==> src/hw/rtl/u8u32_pkg.sv <==
`timescale 1ns / 1ps
`default_nettype none

package u8u32_pkg;

   localparam int BYTE_W = 8;
   localparam int CP_W   = 21;

   // Queue between front and back: depth must be a power of two
   localparam int QUEUE_DEPTH = 2;
   localparam int QUEUE_PTR_W = $clog2(QUEUE_DEPTH);
   localparam int QUEUE_CNT_W = $clog2(QUEUE_DEPTH + 1);

   localparam logic [BYTE_W-1:0] ASCII_MAX   = 8'h7F;
   localparam logic [BYTE_W-1:0] LEAD_MIN    = 8'hC0;
   localparam logic [BYTE_W-1:0] LEAD2_MIN   = 8'hC2;
   localparam logic [BYTE_W-1:0] LEAD2_MAX   = 8'hDF;
   localparam logic [BYTE_W-1:0] LEAD3_MIN   = 8'hE0;
   localparam logic [BYTE_W-1:0] LEAD3_MAX   = 8'hEF;
   localparam logic [BYTE_W-1:0] LEAD4_MIN   = 8'hF0;
   localparam logic [BYTE_W-1:0] LEAD4_MAX   = 8'hF4;
   localparam logic [BYTE_W-1:0] SUFFIX_MIN  = 8'h80;
   localparam logic [BYTE_W-1:0] SUFFIX_MAX  = 8'hBF;
   localparam logic [BYTE_W-1:0] LEAD_SURR   = 8'hED;
   localparam logic [BYTE_W-1:0] SUFFIX_9F   = 8'h9F;
   localparam logic [BYTE_W-1:0] SUFFIX_8F   = 8'h8F;
   localparam logic [BYTE_W-1:0] SUFFIX_90   = 8'h90;
   localparam logic [BYTE_W-1:0] SUFFIX_A0   = 8'hA0;

   typedef struct packed {
      logic is_ascii;
      logic is_lead;
      logic is_suffix;
      logic legal_lead;
      logic scope22;
      logic scope32;
      logic scope33;
      logic scope42;
      logic scope43;
      logic scope44;
      logic range_bad;
   } class_type;

   typedef struct packed {
      class_type         cls;
      logic [BYTE_W-1:0] cur;
      logic [5:0]        p1_bits;
      logic [5:0]        p2_bits;
      logic [2:0]        p3_bits;
   } entry_type;

   function automatic logic in_range(input logic [BYTE_W-1:0] b,
                                     input logic [BYTE_W-1:0] lo,
                                     input logic [BYTE_W-1:0] hi);
      return (b >= lo) && (b <= hi);
   endfunction

endpackage

`default_nettype wire

==> src/hw/rtl/u8u32_front.sv <==
`timescale 1ns / 1ps
`default_nettype none

module u8u32_front import u8u32_pkg::*; (
   input  wire logic              clock,
   input  wire logic              reset,
   input  wire logic              push,
   input  wire logic [BYTE_W-1:0] data_byte,
   output entry_type              entry
);

   logic [BYTE_W-1:0] p1_ff, p2_ff, p3_ff;
   logic [BYTE_W-1:0] p1_in, p2_in, p3_in;
   class_type         cls;

   // advance the byte history on every accepted transaction
   always_comb begin
      p1_in = p1_ff;
      p2_in = p2_ff;
      p3_in = p3_ff;
      if (push) begin
         p1_in = data_byte;
         p2_in = p1_ff;
         p3_in = p2_ff;
      end
   end

   always_ff @(posedge clock) begin
      if (reset) begin
         p1_ff <= '0;
         p2_ff <= '0;
         p3_ff <= '0;
      end else begin
         p1_ff <= p1_in;
         p2_ff <= p2_in;
         p3_ff <= p3_in;
      end
   end

   always_comb begin
      cls.is_ascii   = data_byte <= ASCII_MAX;
      cls.is_lead    = data_byte >= LEAD_MIN;
      cls.is_suffix  = in_range(data_byte, SUFFIX_MIN, SUFFIX_MAX);
      cls.legal_lead = in_range(data_byte, LEAD2_MIN, LEAD2_MAX)
                     | in_range(data_byte, LEAD3_MIN, LEAD3_MAX)
                     | in_range(data_byte, LEAD4_MIN, LEAD4_MAX);
      cls.scope22    = in_range(p1_ff, LEAD2_MIN, LEAD2_MAX);
      cls.scope32    = in_range(p1_ff, LEAD3_MIN, LEAD3_MAX);
      cls.scope33    = in_range(p2_ff, LEAD3_MIN, LEAD3_MAX);
      cls.scope42    = in_range(p1_ff, LEAD4_MIN, LEAD4_MAX);
      cls.scope43    = in_range(p2_ff, LEAD4_MIN, LEAD4_MAX);
      cls.scope44    = in_range(p3_ff, LEAD4_MIN, LEAD4_MAX);
      // overlong, surrogate and above-U+10FFFF second bytes
      cls.range_bad  = ((p1_ff == LEAD3_MIN) && in_range(data_byte, SUFFIX_MIN, SUFFIX_9F))
                     | ((p1_ff == LEAD_SURR) && in_range(data_byte, SUFFIX_A0, SUFFIX_MAX))
                     | ((p1_ff == LEAD4_MIN) && in_range(data_byte, SUFFIX_MIN, SUFFIX_8F))
                     | ((p1_ff == LEAD4_MAX) && in_range(data_byte, SUFFIX_90, SUFFIX_MAX));
   end

   always_comb begin
      entry.cls     = cls;
      entry.cur     = data_byte;
      entry.p1_bits = p1_ff[5:0];
      entry.p2_bits = p2_ff[5:0];
      entry.p3_bits = p3_ff[2:0];
   end

endmodule

`default_nettype wire

==> src/hw/rtl/u8u32_queue.sv <==
`timescale 1ns / 1ps
`default_nettype none

module u8u32_queue import u8u32_pkg::*; (
   input  wire logic      clock,
   input  wire logic      reset,
   input  wire logic      push,
   input  wire entry_type push_entry,
   input  wire logic      pop,
   output entry_type      pop_entry,
   output logic           full,
   output logic           empty
);

   entry_type              slot_ff [QUEUE_DEPTH];
   logic [QUEUE_PTR_W-1:0] wr_ptr_ff, wr_ptr_in;
   logic [QUEUE_PTR_W-1:0] rd_ptr_ff, rd_ptr_in;
   logic [QUEUE_CNT_W-1:0] count_ff, count_in;

   assign full      = count_ff == QUEUE_CNT_W'(QUEUE_DEPTH);
   assign empty     = count_ff == '0;
   assign pop_entry = slot_ff[rd_ptr_ff];

   always_comb begin
      wr_ptr_in = push ? wr_ptr_ff + 1'b1 : wr_ptr_ff;
      rd_ptr_in = pop  ? rd_ptr_ff + 1'b1 : rd_ptr_ff;
      count_in  = count_ff;
      if (push && !pop) begin
         count_in = count_ff + 1'b1;
      end else if (pop && !push) begin
         count_in = count_ff - 1'b1;
      end
   end

   always_ff @(posedge clock) begin
      if (reset) begin
         wr_ptr_ff <= '0;
         rd_ptr_ff <= '0;
         count_ff  <= '0;
      end else begin
         wr_ptr_ff <= wr_ptr_in;
         rd_ptr_ff <= rd_ptr_in;
         count_ff  <= count_in;
      end
   end

   always_ff @(posedge clock) begin
      if (push) begin
         slot_ff[wr_ptr_ff] <= push_entry;
      end
   end

endmodule

`default_nettype wire

==> src/hw/rtl/u8u32_back.sv <==
`timescale 1ns / 1ps
`default_nettype none

module u8u32_back import u8u32_pkg::*; (
   input  wire logic            clock,
   input  wire logic            reset,
   input  wire logic            queue_empty,
   input  wire entry_type       entry,
   output logic                 pop,
   output logic                 rsp_valid,
   input  wire logic            rsp_stall,
   output logic [CP_W-1:0]      rsp_code_point,
   output logic                 rsp_delete_mark,
   output logic                 rsp_error_mark
);

   logic            valid_ff, valid_in;
   logic [CP_W-1:0] cp_ff, cp_in;
   logic            del_ff, del_in;
   logic            err_ff, err_in;
   logic            any_scope;

   // refill the output register when it is empty or being taken
   assign pop      = !queue_empty && (!valid_ff || !rsp_stall);
   assign valid_in = pop || (valid_ff && rsp_stall);

   always_comb begin
      cp_in = '0;
      if (entry.cls.is_ascii) begin
         cp_in = cp_in | {14'b0, entry.cur[6:0]};
      end
      if (entry.cls.scope22) begin
         cp_in = cp_in | {10'b0, entry.p1_bits[4:0], entry.cur[5:0]};
      end
      if (entry.cls.scope33) begin
         cp_in = cp_in | {5'b0, entry.p2_bits[3:0], entry.p1_bits, entry.cur[5:0]};
      end
      if (entry.cls.scope44) begin
         cp_in = cp_in | {entry.p3_bits, entry.p2_bits, entry.p1_bits, entry.cur[5:0]};
      end

      any_scope = entry.cls.scope22 | entry.cls.scope32 | entry.cls.scope33
                | entry.cls.scope42 | entry.cls.scope43 | entry.cls.scope44;
      err_in    = (entry.cls.is_lead != entry.cls.legal_lead)
                | (any_scope != entry.cls.is_suffix)
                | entry.cls.range_bad;
      del_in    = entry.cls.is_lead | entry.cls.scope32
                | entry.cls.scope42 | entry.cls.scope43;
   end

   always_ff @(posedge clock) begin
      if (reset) begin
         valid_ff <= 1'b0;
      end else begin
         valid_ff <= valid_in;
      end
   end

   always_ff @(posedge clock) begin
      if (pop) begin
         cp_ff  <= cp_in;
         del_ff <= del_in;
         err_ff <= err_in;
      end
   end

   assign rsp_valid       = valid_ff;
   assign rsp_code_point  = cp_ff;
   assign rsp_delete_mark = del_ff;
   assign rsp_error_mark  = err_ff;

endmodule

`default_nettype wire

==> src/hw/rtl/utf8_to_utf32_stream_decoder.sv <==
// Path: an accepted byte is classified into a queue slot, then decoded into the output register.
// Throughput: one byte per clock unless a side stalls; the two-entry queue between
// the classifier and the output stage lets either side stall without a bubble.
// Reset: synchronous, active high; clears the three-byte history to zero
// and empties the queue and the output register.
`timescale 1ns / 1ps
`default_nettype none

module utf8_to_utf32_stream_decoder import u8u32_pkg::*; (
   input  wire logic              clock,
   input  wire logic              reset,
   input  wire logic              req_valid,
   output logic                   req_stall,
   input  wire logic [BYTE_W-1:0] req_data_byte,
   output logic                   rsp_valid,
   input  wire logic              rsp_stall,
   output logic [CP_W-1:0]        rsp_code_point,
   output logic                   rsp_delete_mark,
   output logic                   rsp_error_mark
);

   entry_type push_entry;
   entry_type pop_entry;
   logic      push;
   logic      pop;
   logic      queue_full;
   logic      queue_empty;

   assign req_stall = queue_full;
   assign push      = req_valid && !queue_full;

   u8u32_front u_front (
      .clock     (clock),
      .reset     (reset),
      .push      (push),
      .data_byte (req_data_byte),
      .entry     (push_entry)
   );

   u8u32_queue u_queue (
      .clock      (clock),
      .reset      (reset),
      .push       (push),
      .push_entry (push_entry),
      .pop        (pop),
      .pop_entry  (pop_entry),
      .full       (queue_full),
      .empty      (queue_empty)
   );

   u8u32_back u_back (
      .clock           (clock),
      .reset           (reset),
      .queue_empty     (queue_empty),
      .entry           (pop_entry),
      .pop             (pop),
      .rsp_valid       (rsp_valid),
      .rsp_stall       (rsp_stall),
      .rsp_code_point  (rsp_code_point),
      .rsp_delete_mark (rsp_delete_mark),
      .rsp_error_mark  (rsp_error_mark)
   );

endmodule

`default_nettype wire

==> config.mk <==
export PLATFORM = sky130hd
export DESIGN_NAME = utf8_to_utf32_stream_decoder
export DESIGN_NICKNAME = d
export VERILOG_FILES = /design/src/hw/rtl/u8u32_pkg.sv /design/src/hw/rtl/u8u32_front.sv /design/src/hw/rtl/u8u32_queue.sv /design/src/hw/rtl/u8u32_back.sv /design/src/hw/rtl/utf8_to_utf32_stream_decoder.sv
export SDC_FILE = /design/constraint.sdc
export NUM_CORES = 1
export LEC_CHECK = 0
export BUFFER_PORTS_ARGS = -buffer_cell sky130_fd_sc_hd__buf_2
export CORE_MARGIN = 2
export CORE_UTILIZATION = 43
export CTS_CLUSTER_SIZE = 12
export DETAILED_ROUTE_END_ITERATION = 12
export PLACE_DENSITY = 0.61
export SYNTH_ARGS = -nofsm -noshare
export SYNTH_HDL_FRONTEND = slang
export SYNTH_SLANG_ARGS = --single-unit
==> constraint.sdc <==
create_clock -name clock -period 2.9 [get_ports clock]
set_input_delay 0.145 -clock clock [delete_from_list [all_inputs] [get_ports clock]]
set_output_delay 0.145 -clock clock [all_outputs]
set_load 0.01 [all_outputs]
Word level (Yosys, flattened, before mapping)

Memories as Yosys holds them, arrays and structs flattened. A register that Yosys moved wholly into a read port is not among the register bits.
Cells that the tools add are included.

Shift operators: 0
Eq/ne operators: 7
Bitwise gates (word level): 18
Multiplexer cells: 10
Divide/modulo/power cells: 0
Add/sub/neg operators: 4
Multipliers: 0
$lt $le $gt $ge: 26
Reductions and logical operators: 33

Operators with widths:

| cell                  | count |
|---|---|
| $ge A8 B8 Y1 const B  | 13 |
| $le A8 B8 Y1 const B  | 12 |
| $mux W21              | 3 |
| $eq A8 B8 Y1 const B  | 4 |
| $logic_and A1 B1 Y1   | 23 |
| $or A21 B11 Y21       | 1 |
| $or A21 B16 Y21       | 1 |
| $or A21 B21 Y21       | 1 |
| $or A1 B1 Y1          | 15 |
| $le A8 B7 Y1 const B  | 1 |
| $mux W7               | 1 |
| $logic_not A1 Y1      | 6 |
| $mux W1               | 4 |
| $mux W2               | 2 |
| $add A1 B1 Y1 const B | 2 |
| $add A2 B1 Y2 const B | 1 |
| $eq A2 B2 Y1 const B  | 1 |
| $logic_not A2 Y1      | 1 |
| $logic_or A1 B1 Y1    | 2 |
| $ne A1 B1 Y1          | 2 |
| $reduce_bool A2 Y1    | 1 |
| $sub A2 B1 Y2 const B | 1 |

Flip-flop bits (word level): 52
Memories kept: 1
RAM bits: 68
Bits of input ports: 12
Latch bits: 0
ROM bits: 0

Memory list:

| name            | words | width | read ports | clocked after memory_dff | write ports | RTL line          | text |
|---|---|---|---|---|---|---|---|
| u_queue.slot_ff | 2     | 34    | 1          | 1                        | 1           | u8u32_queue.sv:15 | `entry_type slot_ff [QUEUE_DEPTH];` |

Longest topological paths before layout

Gate-level depths: netlist of run 1.

Word-level depth: 8
Gate-level depth with buffers: 8

Hierarchy

From an unflattened synthesis of run 1, not the netlist that was laid out.

Cells, all modules: 318
Area total of the unflattened synthesis: 4832.1 um^2

By module, submodules not included:

| module                       | instances | area each (um^2) | cells an instance | sequential area each (um^2) |
|---|---|---|---|---|
| u8u32_queue                  | 1         | 2660.1           | 128               | 2142.1 |
| u8u32_front                  | 1         | 1194.9           | 129               | 480.5 |
| u8u32_back                   | 1         | 963.4            | 60                | 710.7 |
| utf8_to_utf32_stream_decoder | 1         | 13.8             | 1                 | 0.0 |

Worst setup path after synthesis of run 1

OpenSTA, ideal clock, no wires.

Path type: register -> register
From: register u_queue.count_ff[0]
To: memory u_queue.slot_ff[0][0] in the netlist's numbering, enable pin
Setup time: 423 ps
Required time: 2477 ps
Period minus slack after synthesis: 2651 ps
Arrival: 2228 ps
Stages on the path, launching flop included: 5
Buffers on the path: 1
Path slack: 249 ps
Cell sequence: dfxtp_1 -> nand2b_1 -> nand2_2 -> buf_2 -> nor2_1

Longest elaborated chain between the ends: 5

Ends and longest elaborated chain:

| what                          | RTL line                           | text |
|---|---|---|
| start, declared               | u8u32_queue.sv:18                  | `logic [QUEUE_CNT_W-1:0] count_ff, count_in;` |
| start signal, assigned        | u8u32_queue.sv:43                  | `count_ff <= count_in;` |
| $eq A2 B2 Y1                  | u8u32_queue.sv:20                  | `assign full = count_ff == QUEUE_CNT_W'(QUEUE_DEPTH);` |
| $logic_not A1 Y1              | utf8_to_utf32_stream_decoder.sv:30 | `assign push = req_valid && !queue_full;` |
| $logic_and A1 B1 Y1           | utf8_to_utf32_stream_decoder.sv:30 |  |
| $mux W1                       | u8u32_queue.sv:48                  | `if (push) begin` |
| $mux W1 (implied by the code) | u8u32_queue.sv:49                  | `slot_ff[wr_ptr_ff] <= push_entry;` |
| end, declared                 | u8u32_queue.sv:15                  |  |

No other way between the ends.

Worst setup path after layout of run 1

From: register u_queue.count_ff[0]
To: register u_queue.count_ff[1]

Longest elaborated chain between the ends: 6

Ends and longest elaborated chain:

| what                                                           | RTL line |
|---|---|
| $eq A2 B2 Y1 / $logic_not A2 Y1 (equally long branches)        | u8u32_queue.sv:20, u8u32_queue.sv:21 |
| $logic_not A1 Y1, on equally long branches                     | utf8_to_utf32_stream_decoder.sv:30, u8u32_back.sv:24 |
| $logic_and A1 B1 Y1, on equally long branches                  | utf8_to_utf32_stream_decoder.sv:30, u8u32_back.sv:24 |
| $logic_not A1 Y1, on equally long branches                     | u8u32_queue.sv:30, u8u32_queue.sv:28 |
| $logic_and A1 B1 Y1, on equally long branches                  | u8u32_queue.sv:30, u8u32_queue.sv:28 |
| $reduce_bool A2 Y1 (no line) / $mux W2 (equally long branches) | - |

Parallel ways exist; a longest one is shown, timed or not. The select of a mux whose other input is x is not followed.
A chain may end at the register's enable or synchronous reset.

==> results.cfg, run 1 <==
[grt]
antenna_found_initial = 0
grt_max_degree = 34
grt_pass1_vias = 2621
gr-total-overflow = 0
grt_util_all_layers_pct = 15.8
grt_pass1_wl_mm = 13.1

[drt]
totalWireLength_mm = 8.02
antenna_left = 0
drt-vias-per-instance = 5.04
wl_met3_microns = 301
vias = 2671
drc = 0
wl_met1_mm = 3.71
dr.pass1.iters = 4
post_drt_wl_per_cell_microns = 15.1
first_iter_violations = 142
maxUsedRoutingLayer = met4
dr_wl_met2_mm = 3.94

[yosys]
synth_top_cell_area_share_pct = 60.8
synth_top_area_cell = edfxtp_1
syn_nets = 339
synth_seq_cells = 119
synth_area_leaders = edfxtp_1, dfxtp_1, nand2_1, mux2i_1, a21oi_1
synthCells = 326
synth_compound_area_share_pct = 6.17
ys_warn_count = 0
synth_fa_ha_area_share_pct = 0.284
yosys.area_share.simple_pct = 11.8
avgSynthCellArea_sq_um = 13.5
synth_top_family_by_area = simple AND/OR/NAND/NOR gates
ys_types = 39
syn_area_sq_um = 4400
synth_xor_area_share_pct = 1.39
yosysSeqAreaShare_pct = 74.4
synthMuxAreaShare_pct = 4.10

[sta]
setup-tns-final_ns = 0
hold_viol = 0
rsz0062_at_grt = no
worst_slack_ns = 0.981
fin_crit_ns = 1.92
final_max_slew_viol_count = 0
setup_viol = 0
worst_pin_slew_ns = 0.636
finClkSkew_ns = 0.00512
fmax_mhz = 521
relSlewSlack_pct = 57.0
fin_crit_sh_pct = 66.2

[worst_setup_path]
cp-startpoint = u_queue.count_ff[0]$_SDFFE_PP0P_
path_max_fanout = 26
cp_num_buf_inv = 1
ff2ff_setup_slack_ns = 0.98
startpoint_type = flip-flop
cp.required_ns = 3.32
crit_family = simple AND/OR/NAND/NOR gates
crit_path_cell_trace = nand2b_1 -> nand2_2 -> inv_2 -> ha_1 -> or3_1 -> a21oi_1
cpPeakStageDelay_ns = 0.39
worst-setup-path-type = flip-flop to flip-flop
rr_startpoint = u_queue.count_ff[0]$_SDFFE_PP0P_
r2r-end = u_queue.count_ff[1]$_SDFFE_PP0P_
crit_slowest_cell = nand2_2
worstSetupEndpointType = flip-flop
r2r_cells = 6
endpoint = u_queue.count_ff[1]$_SDFFE_PP0P_
cp.arrival_ns = 2.34
path_depth = 6

[die]
die_h_microns = 105
die_area_sq_um = 11100
core_sq_um = 9860
die_w_microns = 105
io-pin-count = 37
initial_core_util_pct = 44.6
rows = 36

[placed_design]
place_congestion = 0.736
pre_cts_slack_ns = 0.976
place_inst = 489
io_buffers = 36
hpwl_mm = 4.97

[cts]
cts_sinks = 119
htree_levels = 4
cts.clk_slew.worst_paths_ns = 0.06
root_buffer = clkbuf_8
cts_tree = done
post_cts_buffers = 0
cts_buffers = 17
clockBufferDepth = 2
ctsHoldBuffers = 9
cts_resized = 0
clkLatencyLatePin_ns = 0.50

[cells_and_area]
mostFrequentLayoutCell = edfxtp_1
instances_no_fill = 530
mostFrequentLayoutCells = edfxtp_1, nand2_1, buf_2, dfxtp_1
areaGrowthSynthToFinish_pct = 23.2
antenna_cells = 0
nNetsFinal = 397
drive_gt1_share_pct = 19.1

[pwr]
p_per_area_nw_per_um2 = 1020
p_leak_nw = 1.94
peakVddDrop_v = 0.000572

[run_status]
status = finished, final reports clean

[worst_hold_path]
hp-class = input pin to flip-flop

[flow_run]
maxCapViolations = 0
==> area by class of cell <==
class                           instances  area (sq um)
Clock inverter                         14           183
Sequential cell                       119          3270
Timing Repair Buffer                   51           315
Fill cell                             812          4450
Multi-Input combinational cell        191          1050
Inverter                                4          15.0
Clock buffer                           18           418
Tap cell                              133           166
==> flip-flops by register name, summed over array words and instances, names as in the netlist, named ones only <==
register / flops
u_back.rsp_error_mark: 1
u_back.rsp_valid: 1
u_queue.wr_ptr_ff: 1
u_back.rsp_delete_mark: 1
u_front.p2_ff: 8
u_queue.rd_ptr_ff: 1
u_front.p1_ff: 8
u_back.rsp_code_point: 21
u_queue.slot_ff: 66
u_queue.count_ff: 2
u_front.p3_ff: 8
==> power breakdown <==
part / total (mW) / internal, mW / switching (mW) / leakage, nW
combinational: 1.02 / 0.371 / 0.644 / 0.569
clock: 2.09 / 1.38 / 0.709 / 0.274
sequential: 2.44 / 2.29 / 0.148 / 1.10
total: 5.55 / 4.05 / 1.50 / 1.94
==> kinds of logic (layout without fill, tap and decap cells) <==
kind of cell,after synthesis,in the layout
DFF,119,119
xor gates and xnor gates,7,7
muxes,18,18
AOI/OAI and AO/OA,50,50
and+or+nand+nor,115,115
buffers and inverters,16,87
adders and majority gates,1,1
==> worst register-to-register path: stages (launching register included) <==
cell and delay [ns]:
dfxtp_1 0.35, nand2b_1 0.20, nand2_2 0.39, inv_2 0.07
ha_1 0.34, or3_1 0.37, a21oi_1 0.13
==> worst min path at each step <==
stage	startpoint	endpoint	slack [ns]	depth (start not counted)
finish	reset	flip-flop	0.10	2
global route	reset	u_queue.wr_ptr_ff$_SDFFE_PP0P_	0.11	2
CTS	reset	flip-flop	0.1	2
detailed placement	req_data_byte[1]	u_queue.slot_ff[1][16]$_DFFE_PP_	0.38	1
global placement	req_data_byte[1]	u_queue.slot_ff[1][16]$_DFFE_PP_	0.38	1
floorplan	req_data_byte[0]	u_queue.slot_ff[0][15]$_DFFE_PP_	0.24	0
==> layer usage <==
layer	vias up	track usage, %
li1	1306	-
met1	1311	20.1
met2	50	24.6
met3	4	5.86
met4	0	6.10
met5	-	0
==> through the flow <==
step	hold slack [ns]	instance area, sq um	util, %	total power [mW]
2_1_floorplan	0.244	4400	-	3.14
3_3_place_gp	0.383	4730	47.9	3.47
3_5_place_dp	0.382	4730	47.9	3.50
4_1_cts	0.0950	5420	54.9	5.61
5_1_grt	0.112	5420	54.9	5.81
6_report	0.104	5420	54.9	5.55
==> synth_stat cells <==
cell type / n
edfxtp_1: 89
nand2_1: 57
dfxtp_1: 30
nor2_1: 27
a21oi_1: 26
mux2i_1: 18
o21ai_0: 13
nand3_1: 7
buf_2: 5
nor3_1: 5
xor2_1: 5
clkbuf_1: 4
a31oi_1: 3
inv_1: 3
nor4_1: 3
buf_4: 2
nand2b_1: 2
nor3b_1: 2
nor4b_1: 2
nor4bb_1: 2
o21a_1: 2
xnor2_1: 2
a211o_1: 1
a211oi_1: 1
a21o_1: 1
and2_1: 1
and3_1: 1
buf_6: 1
ha_1: 1
inv_2: 1
nand2_2: 1
nand4_1: 1
nor4b_2: 1
o211ai_1: 1
o21ai_1: 1
o22ai_1: 1
or2_2: 1
or3_1: 1
or4_1: 1
Note: power is estimated with default switching activity, not from simulation.
==> run 2, diff against run 1 <==
--- a/config.mk
+++ b/config.mk
@@ -5,12 +5,13 @@
 export SDC_FILE = /design/constraint.sdc
 export NUM_CORES = 1
 export LEC_CHECK = 0
+export ABC_AREA = 1
 export BUFFER_PORTS_ARGS = -buffer_cell sky130_fd_sc_hd__buf_2
 export CORE_MARGIN = 2
 export CORE_UTILIZATION = 43
 export CTS_CLUSTER_SIZE = 12
 export DETAILED_ROUTE_END_ITERATION = 12
-export PLACE_DENSITY = 0.61
+export PLACE_DENSITY = 0.63
 export SYNTH_ARGS = -nofsm -noshare
 export SYNTH_HDL_FRONTEND = slang
 export SYNTH_SLANG_ARGS = --single-unit
==> constraint.sdc (replaced) <==
create_clock -name clock -period 1.68 [get_ports clock]
set_input_delay 0.084 -clock clock [delete_from_list [all_inputs] [get_ports clock]]
set_output_delay 0.084 -clock clock [all_outputs]
set_load 0.01 [all_outputs]
==> results.cfg, run 2 <==
[worst_setup_path]
worst-setup-path-type = flip-flop to flip-flop
path_max_fanout = 14
crit_path_cell_trace = buf_4 -> o21ai_2 -> nor2_8 -> nand2_4 -> nor2_8 -> a21oi_2
cp.arrival_ns = 1.79
crit_slowest_cell = dfxtp_1
cpPeakStageDelay_ns = 0.41
crit_top_cell = nor2_8
worstSetupEndpointType = flip-flop
cp.required_ns = 1.94
startpoint_type = flip-flop

[yosys]
avgSynthCellArea_sq_um = 11.4
synthCells = 414
yosysSeqAreaShare_pct = 69.5
synth_seq_cells = 119
yosysMostFrequentCell = nand2_1
synthArstFlopShare_pct = 0
synth_area_leaders = edfxtp_1, dfxtp_1, nand2_1, nor2_1, inv_1
synth-edff-count = 89
synth_common_cells = nand2_1, edfxtp_1, nor2_1
ys_types = 34
synth_top_area_cell = edfxtp_1
syn_nets = 427
ys.flop_type = edfxtp_1
synth_top_cell_area_share_pct = 56.7
syn_area_sq_um = 4710
ys_warn_count = 0

[cts]
root_buffer = clkbuf_8
ctsHoldBuffers = 9
clkLatencyLatePin_ns = 0.51
cts_buffers = 17
cts.clk_slew.worst_paths_ns = 0.06
post_cts_buffers = 0
cts_sinks = 119
cts_resized = 0
cts_tree = done
htree_levels = 4
clockBufferDepth = 2

[pwr]
combPwrFrac_pct = 24.1
peakVddDrop_v = 0.000909
p_total_mw = 10.7
swShare_pct = 30.0
p_clk_share_pct = 35.4
internal_power_mw = 7.48
p_per_area_nw_per_um2 = 1840
seqPwrFrac_pct = 40.6
p_switching_mw = 3.21
p_leak_nw = 2.36

[drt]
antenna_left = 0
post_drt_wl_per_cell_microns = 14.7
first_iter_violations = 183
drt-vias-per-instance = 4.91
vias = 3082
totalWireLength_mm = 9.23
drc = 0
dr.pass1.iters = 5

[grt]
grt_util_all_layers_pct = 17.3
gr-total-overflow = 0
grt_pass1_vias = 2991
grt_pass1_wl_mm = 14.8
grt_max_degree = 31
antenna_found_initial = 0

[sta]
rsz0062_at_grt = no
setup-tns-final_ns = 0
fin_crit_ns = 1.52
finClkSkew_ns = 0.00633
fmax_mhz = 657
worst_pin_slew_ns = 0.609
setup_viol = 0
final_max_slew_viol_count = 0
hold_viol = 0
relSlewSlack_pct = 59.4
hold_ws_ns = 0.0636
fin_crit_sh_pct = 90.6

[worst_hold_path]
hp-class = input pin to flip-flop
hp-start = reset

[cells_and_area]
mostFrequentLayoutCell = nand2_1
fill_cells = 955
largest_reg_flops = 66
nNetsFinal = 488
mostFrequentLayoutCells = nand2_1, edfxtp_1, buf_2, nor2_1, inv_1
drive_gt1_share_pct = 21.3
antenna_cells = 0
top_register = u_queue.slot_ff
areaGrowthSynthToFinish_pct = 23.6

[placed_design]
hpwl_mm = 5.92
io_buffers = 36
place_congestion = 0.819

[die]
io-pin-count = 37
die_w_microns = 109
die_h_microns = 109
core_sq_um = 10700
initial_core_util_pct = 43.9
die_area_sq_um = 11800
rows = 38

[run_status]
status = finished, final reports clean

[flow_run]
maxCapViolations = 0
-- run 2: changes by cell type after synthesis, sizes merged, moves of 3 or more --
cell / change
mux2i: -17
xor2: -4
o21ai: -8
nor2: +12
nand2: +75
a211oi: +11
buf: +3
nor4: -3
inv: +31
-- run 2: critical path, delay by kind of cell, from the launching register on --
family	cells	cell delay, ns
AOI/OAI and AO/OA	2	0.17
buffers and inverters	1	0.24
DFF	1	0.41
and+or+nand+nor	3	0.45
-- run 2: area by class of cell --
| cell class | instances | area, sq um | share of cell area (%) |
|---|---|---|---|
| multi-input combinational | 246 | 1220 | 21.0 |
| tap | 140 | 175 | 3.01 |
| timing repair buffer | 56 | 390 | 6.71 |
| sequential | 119 | 3270 | 56.2 |
| inverter | 35 | 136 | 2.34 |
| clock inverter | 15 | 209 | 3.59 |
| clock buffer | 17 | 414 | 7.11 |
-- run 2: final timing paths --
kind                                        end  slack [ns]  cells past startpoint
max          u_back.rsp_code_point[3]$_DFFE_PP_        0.16                      6
min            u_queue.count_ff[0]$_SDFFE_PP0P_        0.06                      2
max reg2reg  u_back.rsp_code_point[3]$_DFFE_PP_        0.16                      6
min reg2reg       u_front.p3_ff[5]$_SDFFE_PP0P_        0.46                      2
-- run 2: cell families (layout without fill, tap and decap cells) --
group / Yosys count / after routing / share of synthesized area, %
fa+ha+maj: 1 / 1 / 0.265
compound gates: 50 / 50 / 7.38
mux: 1 / 1 / 0.212
buf+inv: 49 / 123 / 4.89
xor+xnor: 1 / 1 / 0.186
flops: 119 / 119 / 69.5
simple gates: 193 / 193 / 17.6
-- run 2: metrics by stage --
step | instance area (sq um) | instances | setup WS (ns) | utilization [%]
after floorplan | 4730 | 414 | 0.0142 | -
after global placement | 5110 | 587 | 0.182 | 47.5
after detailed placement | 5110 | 587 | 0.148 | 47.5
after CTS | 5820 | 628 | 0.136 | 54.2
after global routing | 5820 | 628 | 0.0533 | 54.2
final | 5820 | 628 | 0.157 | 54.2
-- run 2: routing by layer --
layer / global-route usage [%] / up-vias / routed length, microns
met5: 0 / - / 0
li1: - / 1529 / -
met2: 28.7 / 90 / 4760
met1: 20.7 / 1451 / 3880
met3: 5.68 / 12 / 437
met4: 7.42 / 0 / 156
-- run 2: power groups by stage --
stage	Clock [mW]	Sequential [mW]	Combinational [mW]
6_report	3.78	4.34	2.57
5_1_grt	3.99	4.41	2.90
3_3_place_gp	0	4.38	2.53
3_5_place_dp	0	4.39	2.59
4_1_cts	3.84	4.34	2.63
2_1_floorplan	0	4.50	1.62
==> run 3, diff against run 2 <==
--- a/config.mk
+++ b/config.mk
@@ -12,6 +12,9 @@
 export CTS_CLUSTER_SIZE = 12
 export DETAILED_ROUTE_END_ITERATION = 12
 export PLACE_DENSITY = 0.63
+export RECOVER_POWER = 50
+export SLEW_MARGIN = 20
 export SYNTH_ARGS = -nofsm -noshare
 export SYNTH_HDL_FRONTEND = slang
 export SYNTH_SLANG_ARGS = --single-unit
+export TNS_END_PERCENT = 100
==> results.cfg, run 3 (synthesis results as in run 2) <==
[grt]
antenna_found_initial = 0
grt_util_all_layers_pct = 17.3
grt_pass1_vias = 2991
grt_max_degree = 31
gr-total-overflow = 0
grt_pass1_wl_mm = 14.8

[drt]
vias = 3079
drt-vias-per-instance = 4.90
post_drt_wl_per_cell_microns = 14.8
totalWireLength_mm = 9.30
antenna_left = 0
first_iter_violations = 164
drc = 0
dr.pass1.iters = 5

[pwr]
peakVddDrop_v = 0.000909
p_leak_nw = 2.26
p_per_area_nw_per_um2 = 1840

[sta]
rsz0062_at_grt = no
finClkSkew_ns = 0.00585
setup_viol = 0
worst_slack_ns = 0.144
final_max_slew_viol_count = 0
fmax_mhz = 651
fin_crit_ns = 1.54
fin_crit_sh_pct = 91.4
setup-tns-final_ns = 0
hold_viol = 0
worst_pin_slew_ns = 0.617
relSlewSlack_pct = 58.8

[placed_design]
pre_cts_slack_ns = 0.148
io_buffers = 36
place_congestion = 0.819
hpwl_mm = 5.92
place_inst = 587

[worst_setup_path]
worst-setup-path-type = flip-flop to flip-flop
path_max_fanout = 23
ff2ff_setup_slack_ns = 0.14
cp.required_ns = 1.86
cp.arrival_ns = 1.71
worstSetupEndpointType = flip-flop
startpoint_type = flip-flop

[cts]
cts_tree = done
cts_resized = 0
cts_sinks = 119
htree_levels = 4
clkLatencyLatePin_ns = 0.52
cts.clk_slew.worst_paths_ns = 0.05
cts_buffers = 17
root_buffer = clkbuf_8
clockBufferDepth = 2

[cells_and_area]
mostFrequentLayoutCell = nand2_1
nNetsFinal = 488
areaGrowthSynthToFinish_pct = 22.2
instances_no_fill = 628
top_register = u_queue.slot_ff
mostFrequentLayoutCells = nand2_1, edfxtp_1, nor2_1, inv_1, clkbuf_1
antenna_cells = 0
drive_gt1_share_pct = 14.3
largest_reg_flops = 66

[worst_hold_path]
hp-class = input pin to flip-flop

[die]
die_area_sq_um = 11800
die_w_microns = 109
core_sq_um = 10700
io-pin-count = 37
rows = 38
initial_core_util_pct = 43.9
die_h_microns = 109

[run_status]
status = finished, final reports clean

[flow_run]
maxCapViolations = 0
==> run 3: changes by cell type in the layout (fill, tap and decap cells not counted) <==
cell,delta
buf_4,-1
nor2_4,-1
nor2_1,+1
buf_12,-1
nand2_1,+1
clkbuf_1,+32
clkbuf_2,+1
nand2_2,-1
clkbuf_4,+1
buf_2,-32
==> run 3: layout make-up <==
type	instances	area (sq um)
flip-flops and latches	119	3270
fillers	973	4990
repair buffers	56	335
inverters	35	136
clock inverters	15	209
well taps	140	175
multi-input cells	246	1210
clock buffers	17	414
==> run 3: layer usage <==
metal	GRT usage (%)	up-vias	part of all wire (%)
li1	-	1527	-
met3	5.68	15	4.7
met1	20.7	1455	42
met2	28.7	82	51
met4	7.42	0	2.0
met5	0	-	0
==> run 3: critical path, stage by stage (launching register included) <==
cell      delay, ns
dfxtp_1        0.38
inv_2          0.07
nand2_1        0.11
nand2_4        0.09
nor2_1         0.13
clkbuf_4       0.38
==> run 3: worst paths after layout <==
path | from | end | depth (start not counted)
max | u_queue.count_ff[0]$_SDFFE_PP0P_ | u_queue.slot_ff[1][30]$_DFFE_PP_ | 5
min | reset | u_queue.count_ff[0]$_SDFFE_PP0P_ | 2
max reg2reg | u_queue.count_ff[0]$_SDFFE_PP0P_ | u_queue.slot_ff[1][30]$_DFFE_PP_ | 5
min reg2reg | u_front.p3_ff[7]$_SDFFE_PP0P_ | u_front.p3_ff[7]$_SDFFE_PP0P_ | 2
==> run 3: power by group <==
part / leakage, nW / internal [mW] / switching (mW)
combinational: 0.864 / 0.791 / 1.69
sequential: 1.10 / 4.06 / 0.284
clock: 0.300 / 2.53 / 1.24
==> run 3: metrics by stage <==
step	power (mW)	util (%)	instance area, sq um	hold slack, ns
detailed placement	6.99	47.5	5110	0.332
finish	10.6	53.6	5760	0.0621
global route	11.2	53.6	5760	0.0923
global placement	6.91	47.5	5110	0.330
CTS	10.8	54.2	5820	0.0358
floorplan	6.12	-	4730	0.183
==> run 3: what timing repair did <==
item | in CTS | in global routing
hold endpoints to repair | 29 | 0
hold buffers | 9 | 0
setup buffers | 0 | 0
